===== src/hdl/dgcc_ram.sv =====
module dgcc_ram #(
  parameter int WIDTH = 8,
  parameter int DEPTH = 64
) (
  input  logic                     clk,
  input  logic                     we,
  input  logic [$clog2(DEPTH)-1:0] waddr,
  input  logic [WIDTH-1:0]         wdata,
  input  logic [$clog2(DEPTH)-1:0] raddr,
  output logic [WIDTH-1:0]         rdata
);

  logic [WIDTH-1:0] mem [DEPTH];

  always_ff @(posedge clk) begin
    if (we) begin
      mem[waddr] <= wdata;
    end
    rdata <= mem[raddr];
  end

endmodule


===== config.mk =====
export PLATFORM = sky130hd
export DESIGN_NAME = dgcc_ram
export DESIGN_NICKNAME = d
export VERILOG_FILES = /design/src/hdl/dgcc_ram.sv
export SDC_FILE = /design/constraint.sdc
export NUM_CORES = 1
export LEC_CHECK = 0
export ABC_AREA = 1
export BUFFER_PORTS_ARGS = -buffer_cell sky130_fd_sc_hd__buf_2
export CAP_MARGIN = 30
export CORE_ASPECT_RATIO = 1.75
export CORE_MARGIN = 1
export CORE_UTILIZATION = 45
export DETAILED_ROUTE_END_ITERATION = 8
export GPL_ROUTABILITY_DRIVEN = 1
export GPL_TIMING_DRIVEN = 0
export PLACE_DENSITY = 0.71
export SLEW_MARGIN = 20
export SYNTH_ARGS = -nofsm -noshare
export SYNTH_HDL_FRONTEND = slang
export SYNTH_SLANG_ARGS = --single-unit

===== constraint.sdc =====
create_clock -name clk -period 2.82 [get_ports clk]
set_clock_uncertainty 0.05 [all_clocks]
set_input_delay 0.423 -clock clk [delete_from_list [all_inputs] [get_ports clk]]
set_output_delay 0.423 -clock clk [all_outputs]
set_load 0.1 [all_outputs]

==> results.md <==
- Netlist cell types: 16
- Root Driver: clkbuf_16
- Total global routing overflow: 0
- Antenna cell count: 0
- Initial antenna violation count: 0
- Run status: finished with violations
- CTS buffer count: 44
- Slew Viols, Final: 0
- RR Startpoint: mem[7][2]
- Post-synth EDFFs: between 500 and 600
- Area of the multi-input gates: 5000 sq um
- Post-DP HPWL: 44.7 mm
- Top cell type's share of synthesized area: 0.720
- Post_cts resized: 0
- Clock Latency Late Sink: 0.57 ns
- Mapped Avg Cell Area: 11.8 sq um
- Hold_buf cts: 0
- Worst Hold End: rdata[3]
- Worst VDD drop: 0.429 mV
- Initial DRC count: around 1,500
- Layout fillers: 3,944
- Mapped Cells: about 1,800
- WHS Path Cells: 3
- Ys async rst share: 0
- Tot Pwr: ~0.016 W
- Worst hold path type: in2reg
- R2r setup slk: 1.18 ns
- Critical Path Sink Type: register
- TritonRoute pass-1 iters: 7
- Crit Path Class: in2reg
- Hold Vio Cnt, Final: 0
- Fmax: 409 MHz
- Initial Util: 0.455
- # H-tree levels: 2
- Crit path DAT: between 2 and 3 ns
- Placement row count: 105
- Hold wc startpoint: raddr[5]
- Post-CTS setup buffer count: 0
- CP Data Required Time: 2.95 ns
- Syn nets: 1,827
- Pint: 0.0124 W
- Clock power share: 0.389
- Ranking of synthesized cells by area: edfxtp_1 72%, nand2_1 11%, nand3_1 10%
- Ys flop type: edfxtp_1
- FF-to-FF path depth: 8
- Seq cells post-synth: 520
- Port bufs: 21
- Final setup fails: 0
- Gate power share: 0.079
- Final antenna-violating net count: 0
- First-pass GRT wire length: 93.1 mm
- Clock buffer depth: 3
- Die ar.: 48,300 sq um
- Most frequent cells after synthesis: 648 x nand2_1, 512 x edfxtp_1, 439 x nand3_1
- CTS tree: done
- Area Growth Syn to Fin: 11.7%
- Area leader, netlist: edfxtp_1
- Layout Nets: 1,912
- R2R Path End: rdata[2]
- Share of cells above drive strength 1: 0.104
- Routed len/inst: between 20 and 30 microns
- Switching power share of the total: 0.231
- CP max FO: 9
- Flop pwr share: 0.532
- RSZ-0062 raised after global routing: no
- Rel. slew slack: 0.330
- Worst-margin pin slew: between 1 and 1.5 ns
- PwrDens: 675 nW/um^2
- CTS clk-pin slew, worst paths: 0.07 ns
- Max_cap viols: 0
- Final hold slack: around 0.3 ns
- GRT Total Usage: 0.268
- Die width: 167 microns
- Part of the Yosys area used for sequential elements: 0.728
- Mapped Area: roughly 21,000 sq um
- P_sw: 0.00372 W
- Vias in the first global route: 14,400
- GP Congestion: 0.993
- # DRC: 5
- Period utilization: 0.866
- CP startpoint kind: primary input
- Synth warn: 0
- Fin util: 0.508
- Reg area: between 15,000 and 20,000 sq um
- Leakage Power: 8.62 nW
- Top-count cell post-synth: nand2_1
- Vias post-DR: 14,600
- I/O pin count: 30
- Routed WL: 64.2 mm
- Die height: just under 300 microns
- Clock sinks: 520
- Core area: 46,900 sq um
- Via density: 5.80
- Failing checks: design-rule violations
- Largest net degree at the start of global routing: 65
- Final Critical Period: between 2 and 2.5 ns
==> area by class of cell <==
type,instances,area share
flip-flops and latches,520,0.652
well taps,588,0.0309
clock inverters,18,0.00924
plain buffers,113,0.0339
repair buffers,39,0.0109
inverters,12,0.00210
multi-input cells,1160,0.210
clock buffers,61,0.0518
==> placed cells by master, fill, tap and decap left out, types with 9 or more instances in the layout <==
cell and instances:
clkbuf_16 45, buf_6 37, nand3_1 439, clkbuf_1 26, buf_4 29, inv_1 10, edfxtp_1 512, nand2_1 648
nand4_1 9, buf_2 58, nor2_1 55, buf_1 10
==> logic make-up after synthesis <==
group         count (synthesis)  share of synthesized area
buf+inv                     125                     0.0402
flops                       520                      0.728
simple gates               1160                      0.232
==> worst max-delay path: stages <==
cell and delay, ns:
clkbuf_1 0.22, inv_1 0.33, nand4_1 0.66, nor2_1 0.93
==> routing by layer <==
| layer | vias up | global-route usage | wire, microns |
|---|---|---|---|
| li1 | 6506 | - | - |
| met1 | 7036 | 0.274 | 20500 |
| met2 | 756 | 0.472 | 32900 |
| met3 | 278 | 0.0351 | 4150 |
| met4 | 0 | 0.250 | 6640 |
| met5 | - | 0 | 0 |
==> registers in the layout, indices dropped and copies added, names as in the netlist <==
name	flops
mem	512
rdata	8
==> how the worst max path moves through the flow <==
stage	start	to	slack, ns	cells past startpoint
2_1_floorplan	we	mem[48][0]	0.58	3
3_3_place_gp	we	mem[49][4]	-0.45	3
3_5_place_dp	waddr[1]	mem[25][0]	-0.06	4
4_1_cts	waddr[1]	mem[25][1]	0.50	4
5_1_grt	waddr[1]	mem[1][5]	0.35	4
6_report	waddr[0]	mem[18][4]	0.38	4
==> power groups by stage <==
stage	registers, W	clock network, W	logic, W
4_1_cts	0.00857	0.00626	0.00124
6_report	0.00856	0.00626	0.00127
5_1_grt	0.00857	0.00654	0.00134
3_5_place_dp	0.00873	0	0.00124
2_1_floorplan	0.00884	0	0.000601
3_3_place_gp	0.00874	0	0.00121
==> per-stage QoR <==
stage                     cells  TNS (ns)  worst slack (ns)  area [sq um]
final                      2511         0             0.377         23800
after global placement     2414    -12.91            -0.453         22200
after global routing       2511         0             0.345         23800
after CTS                  2506         0             0.498         23800
after floorplan            1805         0             0.581         21300
after detailed placement   2427     -1.61           -0.0599         22300
Power figures use the tool's default switching activity.
